File: config.mk
export PLATFORM = sky130hd
export DESIGN_NAME = pid_motor_speed_controller
export DESIGN_NICKNAME = d
export VERILOG_FILES = /design/src/rtl/core/pmsc_pkg.sv /design/src/rtl/core/pmsc_cfg_regs.sv /design/src/rtl/core/pmsc_err_stage.sv /design/src/rtl/core/pmsc_mult_stage.sv /design/src/rtl/core/pmsc_out_stage.sv /design/src/rtl/core/pid_motor_speed_controller.sv
export SDC_FILE = /design/constraint.sdc
export NUM_CORES = 1
export LEC_CHECK = 0
export ABC_AREA = 1
export BUFFER_PORTS_ARGS = -buffer_cell sky130_fd_sc_hd__buf_2
export CAP_MARGIN = 25
export CORE_MARGIN = 2
export CORE_UTILIZATION = 55
export CTS_CLUSTER_SIZE = 20
export DETAILED_ROUTE_END_ITERATION = 10
export GPL_TIMING_DRIVEN = 0
export PLACE_DENSITY = 0.71
export SYNTH_ARGS = -nofsm -noshare
export SYNTH_HDL_FRONTEND = slang
export SYNTH_HIERARCHICAL = 1
export SYNTH_SLANG_ARGS = --single-unit
File: constraint.sdc
create_clock -name clk -period 5.7 [get_ports clk]
set_input_delay 0 -clock clk [delete_from_list [all_inputs] [get_ports clk]]
set_output_delay 0 -clock clk [all_outputs]
set_load 0.02 [all_outputs]
File: src/rtl/core/pmsc_pkg.sv
// ----------------------------------------------------------------------------
// pmsc_pkg
// Shared types and constants of the motor speed PID controller.
// ----------------------------------------------------------------------------
package pmsc_pkg;

  localparam int FREQ_WIDTH_DEF = 10;
  localparam int GAIN_W         = 8;
  localparam int SUM_W          = 9;
  localparam int OUT_W          = 8;
  localparam int CFG_IDX_W      = 3;

  localparam logic [CFG_IDX_W-1:0] REG_TARGET  = 3'd0;
  localparam logic [CFG_IDX_W-1:0] REG_KP      = 3'd1;
  localparam logic [CFG_IDX_W-1:0] REG_KI      = 3'd2;
  localparam logic [CFG_IDX_W-1:0] REG_KD      = 3'd3;
  localparam logic [CFG_IDX_W-1:0] REG_LIMIT   = 3'd4;

  localparam int                TARGET_RST = 100;
  localparam logic [GAIN_W-1:0] KP_RST     = 8'd27;
  localparam logic [GAIN_W-1:0] KI_RST     = 8'd5;
  localparam logic [GAIN_W-1:0] KD_RST     = 8'd3;
  localparam logic [GAIN_W-1:0] LIMIT_RST  = 8'd60;

  localparam logic [OUT_W-1:0] OUT_MAX = 8'd255;

  // ctl / 10 for 0 <= ctl < 2560: (ctl * 3277) >> 15
  localparam int SAT_LIMIT = 2560;
  localparam int DIV_IN_W  = 12;
  localparam int DIV_RECIP = 3277;
  localparam int DIV_SHIFT = 15;
  localparam int DIV_PROD_W = 24;

  typedef struct packed {
    logic [GAIN_W-1:0] kp;
    logic [GAIN_W-1:0] ki;
    logic [GAIN_W-1:0] kd;
    logic [GAIN_W-1:0] limit;
  } gains_t;

endpackage

File: src/rtl/core/pmsc_cfg_regs.sv
// ----------------------------------------------------------------------------
// pmsc_cfg_regs
// Setpoint, gain and windup limit registers behind the config write port.
// ----------------------------------------------------------------------------
module pmsc_cfg_regs import pmsc_pkg::*; #(
  parameter int FREQ_WIDTH = FREQ_WIDTH_DEF,
  parameter int CFG_DW     = (FREQ_WIDTH > GAIN_W) ? FREQ_WIDTH : GAIN_W
) (
  input  logic                  clk,
  input  logic                  rst_n,
  input  logic                  wr_en,
  input  logic [CFG_IDX_W-1:0]  wr_index,
  input  logic [CFG_DW-1:0]     wr_data,
  output logic [FREQ_WIDTH-1:0] target,
  output gains_t                gains
);

  logic [FREQ_WIDTH-1:0] target_r;
  gains_t                gains_r;

  always_ff @(posedge clk) begin
    if (!rst_n) begin
      target_r      <= FREQ_WIDTH'(TARGET_RST);
      gains_r.kp    <= KP_RST;
      gains_r.ki    <= KI_RST;
      gains_r.kd    <= KD_RST;
      gains_r.limit <= LIMIT_RST;
    end else if (wr_en) begin
      case (wr_index)
        REG_TARGET: target_r      <= wr_data[FREQ_WIDTH-1:0];
        REG_KP:     gains_r.kp    <= wr_data[GAIN_W-1:0];
        REG_KI:     gains_r.ki    <= wr_data[GAIN_W-1:0];
        REG_KD:     gains_r.kd    <= wr_data[GAIN_W-1:0];
        REG_LIMIT:  gains_r.limit <= wr_data[GAIN_W-1:0];
        default: begin
        end
      endcase
    end
  end

  assign target = target_r;
  assign gains  = gains_r;

endmodule

File: src/rtl/core/pmsc_err_stage.sv
// ----------------------------------------------------------------------------
// pmsc_err_stage
// Input register, error, clamped integral and derivative difference.
// Holds the integral and last-error state.
// ----------------------------------------------------------------------------
module pmsc_err_stage import pmsc_pkg::*; #(
  parameter int FREQ_WIDTH = FREQ_WIDTH_DEF
) (
  input  logic                         clk,
  input  logic                         rst_n,
  input  logic                         in_valid,
  output logic                         in_ready,
  input  logic [FREQ_WIDTH-1:0]        in_meas,
  input  logic [FREQ_WIDTH-1:0]        target,
  input  logic [GAIN_W-1:0]            limit,
  output logic                         out_valid,
  input  logic                         out_ready,
  output logic signed [FREQ_WIDTH:0]   out_err,
  output logic signed [SUM_W-1:0]      out_sum,
  output logic signed [FREQ_WIDTH+1:0] out_diff
);

  localparam int EW = FREQ_WIDTH + 1;
  localparam int XW = FREQ_WIDTH + 2;

  logic                  a_v_r;
  logic [FREQ_WIDTH-1:0] a_meas_r;
  logic                  b_v_r;
  logic signed [EW-1:0]    b_err_r;
  logic signed [SUM_W-1:0] b_sum_r;
  logic signed [XW-1:0]    b_diff_r;
  logic signed [SUM_W-1:0] error_sum_r;
  logic signed [EW-1:0]    prev_err_r;

  logic                    a_rdy, b_rdy;
  logic signed [EW-1:0]    err;
  logic signed [XW-1:0]    sum_raw, lim, diff;
  logic signed [SUM_W-1:0] sum_nxt;

  assign b_rdy    = !b_v_r || out_ready;
  assign a_rdy    = !a_v_r || b_rdy;
  assign in_ready = a_rdy;

  always_comb begin
    err     = $signed({1'b0, target}) - $signed({1'b0, a_meas_r});
    sum_raw = $signed({{(XW-SUM_W){error_sum_r[SUM_W-1]}}, error_sum_r})
            + $signed({err[EW-1], err});
    lim     = $signed({{(XW-GAIN_W){1'b0}}, limit});
    if (sum_raw > lim) begin
      sum_nxt = lim[SUM_W-1:0];
    end else if (sum_raw < -lim) begin
      sum_nxt = XW'(-lim) >> 0 == '0 ? '0 : SUM_W'(-lim);
    end else begin
      sum_nxt = sum_raw[SUM_W-1:0];
    end
    diff = $signed({prev_err_r[EW-1], prev_err_r}) - $signed({err[EW-1], err});
  end

  always_ff @(posedge clk) begin
    if (!rst_n) begin
      a_v_r       <= 1'b0;
      b_v_r       <= 1'b0;
      error_sum_r <= '0;
      prev_err_r  <= '0;
    end else begin
      if (a_rdy) begin
        a_v_r <= in_valid;
      end
      if (b_rdy) begin
        b_v_r <= a_v_r;
      end
      if (a_v_r && b_rdy) begin
        error_sum_r <= sum_nxt;
        prev_err_r  <= err;
      end
    end
  end

  always_ff @(posedge clk) begin
    if (in_valid && a_rdy) begin
      a_meas_r <= in_meas;
    end
    if (a_v_r && b_rdy) begin
      b_err_r  <= err;
      b_sum_r  <= sum_nxt;
      b_diff_r <= diff;
    end
  end

  assign out_valid = b_v_r;
  assign out_err   = b_err_r;
  assign out_sum   = b_sum_r;
  assign out_diff  = b_diff_r;

endmodule

File: src/rtl/core/pmsc_mult_stage.sv
// ----------------------------------------------------------------------------
// pmsc_mult_stage
// Gain multiplies for the proportional, integral and derivative terms.
// ----------------------------------------------------------------------------
module pmsc_mult_stage import pmsc_pkg::*; #(
  parameter int FREQ_WIDTH = FREQ_WIDTH_DEF
) (
  input  logic                          clk,
  input  logic                          rst_n,
  input  logic                          in_valid,
  output logic                          in_ready,
  input  logic signed [FREQ_WIDTH:0]    in_err,
  input  logic signed [SUM_W-1:0]       in_sum,
  input  logic signed [FREQ_WIDTH+1:0]  in_diff,
  input  gains_t                        gains,
  output logic                          out_valid,
  input  logic                          out_ready,
  output logic signed [FREQ_WIDTH+11:0] out_p,
  output logic signed [FREQ_WIDTH+11:0] out_i,
  output logic signed [FREQ_WIDTH+11:0] out_d
);

  localparam int EW = FREQ_WIDTH + 1;
  localparam int XW = FREQ_WIDTH + 2;
  localparam int CW = FREQ_WIDTH + 12;

  logic                 v_r;
  logic signed [CW-1:0] p_r, i_r, d_r;
  logic signed [CW-1:0] kp_x, ki_x, kd_x, err_x, sum_x, diff_x;
  logic                 rdy;

  assign rdy      = !v_r || out_ready;
  assign in_ready = rdy;

  always_comb begin
    kp_x   = $signed({{(CW-GAIN_W){1'b0}}, gains.kp});
    ki_x   = $signed({{(CW-GAIN_W){1'b0}}, gains.ki});
    kd_x   = $signed({{(CW-GAIN_W){1'b0}}, gains.kd});
    err_x  = $signed({{(CW-EW){in_err[EW-1]}}, in_err});
    sum_x  = $signed({{(CW-SUM_W){in_sum[SUM_W-1]}}, in_sum});
    diff_x = $signed({{(CW-XW){in_diff[XW-1]}}, in_diff});
  end

  always_ff @(posedge clk) begin
    if (!rst_n) begin
      v_r <= 1'b0;
    end else if (rdy) begin
      v_r <= in_valid;
    end
  end

  always_ff @(posedge clk) begin
    if (in_valid && rdy) begin
      p_r <= kp_x * err_x;
      i_r <= ki_x * sum_x;
      d_r <= kd_x * diff_x;
    end
  end

  assign out_valid = v_r;
  assign out_p     = p_r;
  assign out_i     = i_r;
  assign out_d     = d_r;

endmodule

File: src/rtl/core/pmsc_out_stage.sv
// ----------------------------------------------------------------------------
// pmsc_out_stage
// Term sum, divide by ten, saturation to 0..255, inversion, output register.
// ----------------------------------------------------------------------------
module pmsc_out_stage import pmsc_pkg::*; #(
  parameter int FREQ_WIDTH = FREQ_WIDTH_DEF
) (
  input  logic                          clk,
  input  logic                          rst_n,
  input  logic                          in_valid,
  output logic                          in_ready,
  input  logic signed [FREQ_WIDTH+11:0] in_p,
  input  logic signed [FREQ_WIDTH+11:0] in_i,
  input  logic signed [FREQ_WIDTH+11:0] in_d,
  output logic                          out_valid,
  input  logic                          out_stall,
  output logic [OUT_W-1:0]              out_duty
);

  localparam int CW = FREQ_WIDTH + 12;

  logic                  s_v_r;
  logic signed [CW-1:0]  ctl_r;
  logic                  o_v_r;
  logic [OUT_W-1:0]      duty_r;

  logic                  s_rdy, o_rdy;
  logic [DIV_PROD_W-1:0] prod;
  logic [OUT_W-1:0]      quot, duty_nxt;

  assign o_rdy    = !o_v_r || !out_stall;
  assign s_rdy    = !s_v_r || o_rdy;
  assign in_ready = s_rdy;

  always_comb begin
    prod = DIV_PROD_W'(ctl_r[DIV_IN_W-1:0]) * DIV_PROD_W'(DIV_RECIP);
    quot = prod[DIV_SHIFT+OUT_W-1:DIV_SHIFT];
    if (ctl_r[CW-1]) begin
      duty_nxt = OUT_MAX;
    end else if (ctl_r[CW-2:0] >= (CW-1)'(SAT_LIMIT)) begin
      duty_nxt = '0;
    end else begin
      duty_nxt = OUT_MAX - quot;
    end
  end

  always_ff @(posedge clk) begin
    if (!rst_n) begin
      s_v_r <= 1'b0;
      o_v_r <= 1'b0;
    end else begin
      if (s_rdy) begin
        s_v_r <= in_valid;
      end
      if (o_rdy) begin
        o_v_r <= s_v_r;
      end
    end
  end

  always_ff @(posedge clk) begin
    if (in_valid && s_rdy) begin
      ctl_r <= in_p + in_i + in_d;
    end
    if (s_v_r && o_rdy) begin
      duty_r <= duty_nxt;
    end
  end

  assign out_valid = o_v_r;
  assign out_duty  = duty_r;

endmodule

File: src/rtl/core/pid_motor_speed_controller.sv
// ----------------------------------------------------------------------------
// pid_motor_speed_controller
// PID speed loop with integral clamp and inverted PWM duty output.
// ----------------------------------------------------------------------------
// One measured frequency word in, one inverted PWM duty word out. The block
// takes a new word every cycle while the output is not stalled; a result passes
// through the input register, error and integral stage, multiply stage,
// sum stage and output register. Each stage holds its word while the stage
// after it is full and stalled, so in_stall rises only once every stage is
// occupied behind a stalled output. The integral and last-error state move
// when a word leaves the input register. Setpoint, gains and windup limit reset
// to 100, 27, 5, 3 and 60 and are written through the cfg port, which is
// always ready.
module pid_motor_speed_controller import pmsc_pkg::*; #(
  parameter int FREQ_WIDTH = FREQ_WIDTH_DEF
) (
  input  logic                 clk,
  input  logic                 rst_n,
  input  logic                 in_valid,
  output logic                 in_stall,
  input  logic [FREQ_WIDTH-1:0] in_measured_frequency,
  output logic                 out_valid,
  input  logic                 out_stall,
  output logic [OUT_W-1:0]     out_pwm_duty,
  input  logic                 cfg_valid,
  output logic                 cfg_ready,
  input  logic [CFG_IDX_W-1:0] cfg_index,
  input  logic [((FREQ_WIDTH > GAIN_W) ? FREQ_WIDTH : GAIN_W)-1:0] cfg_data
);

  localparam int CFG_DW = (FREQ_WIDTH > GAIN_W) ? FREQ_WIDTH : GAIN_W;
  localparam int CW     = FREQ_WIDTH + 12;

  logic [FREQ_WIDTH-1:0] target;
  gains_t                gains;
  logic                  in_ready;

  logic                         e_valid, e_ready;
  logic signed [FREQ_WIDTH:0]   e_err;
  logic signed [SUM_W-1:0]      e_sum;
  logic signed [FREQ_WIDTH+1:0] e_diff;

  logic                 m_valid, m_ready;
  logic signed [CW-1:0] m_p, m_i, m_d;

  assign cfg_ready = 1'b1;
  assign in_stall  = !in_ready;

  pmsc_cfg_regs #(.FREQ_WIDTH(FREQ_WIDTH), .CFG_DW(CFG_DW)) u_cfg (
    .clk      (clk),
    .rst_n    (rst_n),
    .wr_en    (cfg_valid && cfg_ready),
    .wr_index (cfg_index),
    .wr_data  (cfg_data),
    .target   (target),
    .gains    (gains)
  );

  pmsc_err_stage #(.FREQ_WIDTH(FREQ_WIDTH)) u_err (
    .clk       (clk),
    .rst_n     (rst_n),
    .in_valid  (in_valid),
    .in_ready  (in_ready),
    .in_meas   (in_measured_frequency),
    .target    (target),
    .limit     (gains.limit),
    .out_valid (e_valid),
    .out_ready (e_ready),
    .out_err   (e_err),
    .out_sum   (e_sum),
    .out_diff  (e_diff)
  );

  pmsc_mult_stage #(.FREQ_WIDTH(FREQ_WIDTH)) u_mult (
    .clk       (clk),
    .rst_n     (rst_n),
    .in_valid  (e_valid),
    .in_ready  (e_ready),
    .in_err    (e_err),
    .in_sum    (e_sum),
    .in_diff   (e_diff),
    .gains     (gains),
    .out_valid (m_valid),
    .out_ready (m_ready),
    .out_p     (m_p),
    .out_i     (m_i),
    .out_d     (m_d)
  );

  pmsc_out_stage #(.FREQ_WIDTH(FREQ_WIDTH)) u_out (
    .clk       (clk),
    .rst_n     (rst_n),
    .in_valid  (m_valid),
    .in_ready  (m_ready),
    .in_p      (m_p),
    .in_i      (m_i),
    .in_d      (m_d),
    .out_valid (out_valid),
    .out_stall (out_stall),
    .out_duty  (out_pwm_duty)
  );

endmodule

---- After elaboration in Yosys (flattened, before gate mapping) ----
Index checks and enable logic that the tools add are counted.
word-level totals
  bits of input ports ..................... 28
  register bits ........................... 205
  output and inout bits ................... 11
  word-level logic and storage cells ...... 67
cells by class
  add/sub/neg operators ................... 7
  muxes and demuxes ....................... 4
  equality and inequality tests ........... 4
  $mul .................................... 4
  order comparisons ....................... 3
  reductions and logical operators ........ 24
operators by type and width
  operator                                                                               count
  22-bit adder                                                                           2
  9-bit 2-to-1 mux                                                                       3
  12-bit by 12-bit multiplier with 23-bit output, second input constant                  1
  21-bit by 12-bit greater-or-equal comparator with 1-bit output, second input constant  1
  9-bit by 12-bit multiplier with 21-bit output                                          1
  9-bit by 11-bit multiplier with 20-bit output                                          1
  9-bit by 9-bit multiplier with 18-bit output                                           1
  9-bit by 11-bit adder with 12-bit output                                               1
  12-bit by 9-bit greater-than comparator with 1-bit output                              1
  12-bit logical NOT                                                                     1
  12-bit < comparator                                                                    1
  8-bit negation with 12-bit output                                                      1
  11-bit by 11-bit subtractor with 12-bit output                                         1
  10-bit by 10-bit subtractor with 11-bit output                                         1
  2-bit AND reduction                                                                    5
  8-bit 2-to-1 mux                                                                       1
  8-bit subtractor, first input constant                                                 1
  1-bit logical NOT                                                                      7
  3-bit by 2-bit == test with 1-bit output, second input constant                        2
  1-bit logical AND                                                                      5
  1-bit logical OR                                                                       5
  3-bit by 1-bit == test with 1-bit output, second input constant                        1
  3-bit == test, second input constant                                                   1
  3-bit logical NOT                                                                      1

---- Longest topological paths before layout ----
  word-level depth ........................ 7
  depth in mapped cells ................... 34
  depth with buffers taken out ............ 34

---- Cells and area by module ----
The synthesis kept the hierarchy.
by module, submodules not included
  module                      instances  cells an instance  area each (sq um)  sequential area each (sq um)
  pmsc_mult_stage             1          1,636              12,400.6           1,791.7
  pmsc_out_stage              1          626                5,506.5            940.9
  pmsc_err_stage              1          519                4,364.2            1,701.6
  pmsc_cfg_regs               1          239                1,697.9            840.8
  pid_motor_speed_controller  1          3                  15.0               0.0

---- Worst setup path after synthesis ----
No wires, ideal clock.
  kind .................................... register to register
  from .................................... register u_err.b_sum_r[8], in the netlist u_err/out_sum[8]
  to ...................................... register u_mult.i_r[17], in the netlist u_mult/out_i[17] (data pin)
  setup slack ............................. 1.181 ns
  data required time ...................... 5.446 ns
  library setup time ...................... 0.254 ns
  buffers on the path ..................... 0
  arrival time ............................ 4.266 ns
  stages on the path, launching flop included .. 16
  period minus slack after synthesis ...... 4.519 ns
  cell sequence ........................... edfxtp_1 inv_1 or2_2 fa_1 fa_1 inv_1 fa_1 fa_1 fa_1 ha_1 a21oi_1 nand2_1 nand3_1 nand3_1 nand2_1 nand2_1
on the way
  cells in the longest elaborated chain, start to end .. 1
RTL lines
  what                                          RTL line               RTL
  from (decl)                                   pmsc_err_stage.sv:30   logic signed [SUM_W-1:0] b_sum_r;
  from (signal assigned)                        pmsc_err_stage.sv:85   b_sum_r <= sum_nxt;
  9-bit by 9-bit multiplier with 18-bit output  pmsc_mult_stage.sv:55  i_r <= ki_x * sum_x;
  to (signal assigned)                          pmsc_mult_stage.sv:55
  to (decl)                                     pmsc_mult_stage.sv:28  logic signed [CW-1:0] p_r, i_r, d_r;
No other way between the ends.
A chain may end at the register's enable or synchronous reset.

---- Worst setup path in the final report ----
Same ends and word-level chain as after synthesis.

==> flow_summary.ini <==
[status]
status = complete, no violations

[clocking]
clockBufferDepth = 2
tritoncts = yes
clk_latency_ps = 470
h-tree-depth = 4
cts_sinks = 198
cts.clk_slew.worst_paths_ps = 70
cts_root_buffer = clkbuf_16
cts_made_buffers = 17

[critical_path]
path_cells = inv_1 > or2_2 > fa_1 > fa_1 > inv_1 > fa_1 > fa_1 > fa_1 > ha_1 > a21oi_1 > nand2_1 > nand3_1 > nand3_1 > nand2_1 > nand2_1
required_ps = 5920
cp_slowest_cell = fa_1
worstPathArrival_ps = 5250
cpPeakStageDelay_ps = 580
crit_buf_inv = 2
path_delay_family = adder cells
start_kind = register
cp-end-kind = register
path_max_fanout = 8
crit_type = reg2reg
cp_common_cell = fa_1

[timing]
rsz0062_at_grt = false
slew_headroom_pct = 33.3
finalSetupViolCount = 0
worstMarginPinSlew_ps = 997
finalHoldViolations = 0
finalSetupTns_ps = 0
drv_slew = 0
max_freq_mhz = 199
fin_skew_ps = 16.3
final.period_utilization_pct = 88.2
period_needed_ps = 5030
layout_setup_ws_ps = 673
holdWs_ps = 240

[grt]
overflow = 0
grt_util_met1_pct = 31.8
grt_pass1_vias = 18900
grtUsageTotal_pct = 25.6
antenna_found_initial = 0
gr-usage-met3_pct = 3.04
gr-usage-met2_pct = 46.0
top_usage_layer = met2
grt_max_degree = 34
grt_pass1_wl_mm = 91.4

[power_and_ir_drop]
combPwrFrac_pct = 70.6
switchingPower_mw = 5.66
p_sw_share_pct = 50.8
p_int_mw = 5.47
p_seq_share_pct = 18.9
peakVddDrop_uv = 348
clockPowerShare_pct = 10.6
power.density_nw_per_um2 = 431
p_leak_nw = 14.6

[yosys]
synthFlopType = edfxtp_1
syn_nets = 3603
ys.warnings.count = 6
syn_avg_cell_area_um2 = 7.93
seq_area_frac_synth_pct = 22.0
async_flop_share_pct = 0
syn_area_um2 = 24000
syn_inst = 3023
ys_ff_latch = 198
ys_types = 44
synth-edff-count = 131

[floorplan]
start_util_pct = 55.7
row_count = 76
die_area_um2 = 45300
core_area_um2 = 43100
io_pins = 39
die_w_um = 213
fp.dieH_um = 213

[route]
drt_first_pass_iters = 8
antenna_left = 0
drt_iter0_markers = 986
route.detailed.drc = 0
drt-total-wl_mm = 54.8
routed-via-count = 18700
routedWlPerCell_um = 14.8
vias_per_cell = 5.04

[finish]
drive_gt1_share_pct = 5.76
syn_to_final_growth_pct = 7.60
n_antenna_cell = 0
final_net_count = 3691
post-route-util_pct = 59.9

[min_path]
min_path_type = in2reg

[place]
dpl_worst_slack_ps = 723
dpl.hpwl_mm = 46.2
io_buffer_count = 37
routabilityCongestion = 0.953

[flow_run]
max_cap_violations = 0
## routing by layer
layer / vias to the layer above / share of wire (%) / wire length [um]
met3: 85 / 3.7 / 2020
met2: 395 / 50 / 27200
met1: 8876 / 43 / 23800
met5: - / 0 / 0
met4: 0 / 3.2 / 1760
li1: 9320 / - / -
## flip-flops by register name (all words and copies together), names as in the netlist
| register | flops |
|---|---|
| u_out/out_duty | 8 |
| u_err/a_v_r | 1 |
| u_out/out_valid | 1 |
| u_mult/out_valid | 1 |
| u_err/prev_err_r | 11 |
| u_err/out_err | 11 |
| u_err/error_sum_r | 9 |
| u_out/s_v_r | 1 |
| u_mult/out_p | 20 |
| u_cfg/gains | 32 |
| u_out/ctl_r | 22 |
| u_err/out_valid | 1 |
| u_mult/out_d | 21 |
| u_cfg/target | 10 |
| u_err/a_meas_r | 10 |
| u_mult/out_i | 18 |
| u_err/out_diff | 12 |
| u_err/out_sum | 9 |
## path summary, 6_finish.rpt
path                                  from             endpoint  slack (ps)  cells after the start
setup / recovery          u_err/out_sum[8]     u_mult/out_i[17]         670                     15
hold / removal    in_measured_frequency[2]    u_err/a_meas_r[2]         240                      2
setup reg to reg          u_err/out_sum[8]     u_mult/out_i[17]         670                     15
hold reg to reg        u_err/prev_err_r[0]  u_err/prev_err_r[0]         480                      2
## cell usage in the layout (no fill, tap or decap), types with 14 or more instances in the layout
cell and count:
inv_1 769, nand4_1 25, xnor2_1 27, nand2_2 19, xor2_1 48, nand3_1 143, o21ai_0 36, nor2_2 14
edfxtp_1 131, a21oi_1 110, clkbuf_16 17, buf_2 41, nor2_1 148, fa_1 255, clkbuf_2 19, clkbuf_1 45
ha_1 297, nand2_1 750, dfxtp_1 67, dlygate4sd3_1 30
## timing repair
item | 4_1_cts | 5_1_grt
buffers inserted | 0 | 0
gates resized for setup | 0 | 0
hold buffers | 30 | 0
hold endpoints to repair | 53 | 0
## power groups by stage
stage                     clock network [mW]  registers, mW  logic [mW]
after CTS                               1.20           2.11        7.84
after detailed placement                   0           2.14        7.75
after global routing                    1.25           2.12        9.04
after global placement                     0           2.14        7.61
after floorplan                            0           2.08        5.96
final                                   1.17           2.10        7.85
## metrics by stage
step	instance area [um^2]	instances	power [mW]
after floorplan	24000	3023	8.04
after global placement	24900	3645	9.75
after detailed placement	25000	3647	9.89
after CTS	25800	3709	11.1
after global routing	25800	3709	12.4
final	25800	3709	11.1
## synth_stat cells, types with 11 or more instances
cell type | count | area, um^2
nand2_1 | 750 | 2820
clkbuf_1 | 44 | 165
clkbuf_2 | 17 | 85.1
nand2_2 | 19 | 119
xor2_1 | 48 | 420
edfxtp_1 | 131 | 3930
ha_1 | 297 | 3720
dfxtp_1 | 67 | 1340
o21ai_0 | 36 | 180
xnor2_1 | 27 | 236
nor2_1 | 148 | 556
nand3_1 | 143 | 716
inv_1 | 769 | 2890
nor2_2 | 14 | 87.6
o21ai_1 | 12 | 60.1
fa_1 | 255 | 5100
buf_4 | 11 | 82.6
a21oi_1 | 111 | 556
nand4_1 | 25 | 156
## final cells by class
cell class / instances / area [um^2]
Sequential cell: 198 / 5280
Tap cell: 585 / 732
Clock buffer: 20 / 438
Timing Repair Buffer: 69 / 526
Multi-Input combinational cell: 1972 / 15400
Inverter: 776 / 2910
Fill cell: 3821 / 17300
Buffer: 77 / 365
Clock inverter: 12 / 114
## cells by family (layout without fill, tap and decap cells)
kind of cell	after synthesis	in the layout	share of synthesized area (%)
adder cells (fa/ha/maj)	552	552	36.8
other	1	1	0.0156
AND/OR/NAND/NOR	1142	1142	20.1
XOR/XNOR	75	75	2.74
flip-flops	198	198	22.0
AO/OA/AOI/OAI	202	202	4.70
buffers and inverters	853	954	13.7
Note: power is estimated with default switching activity, not from simulation.
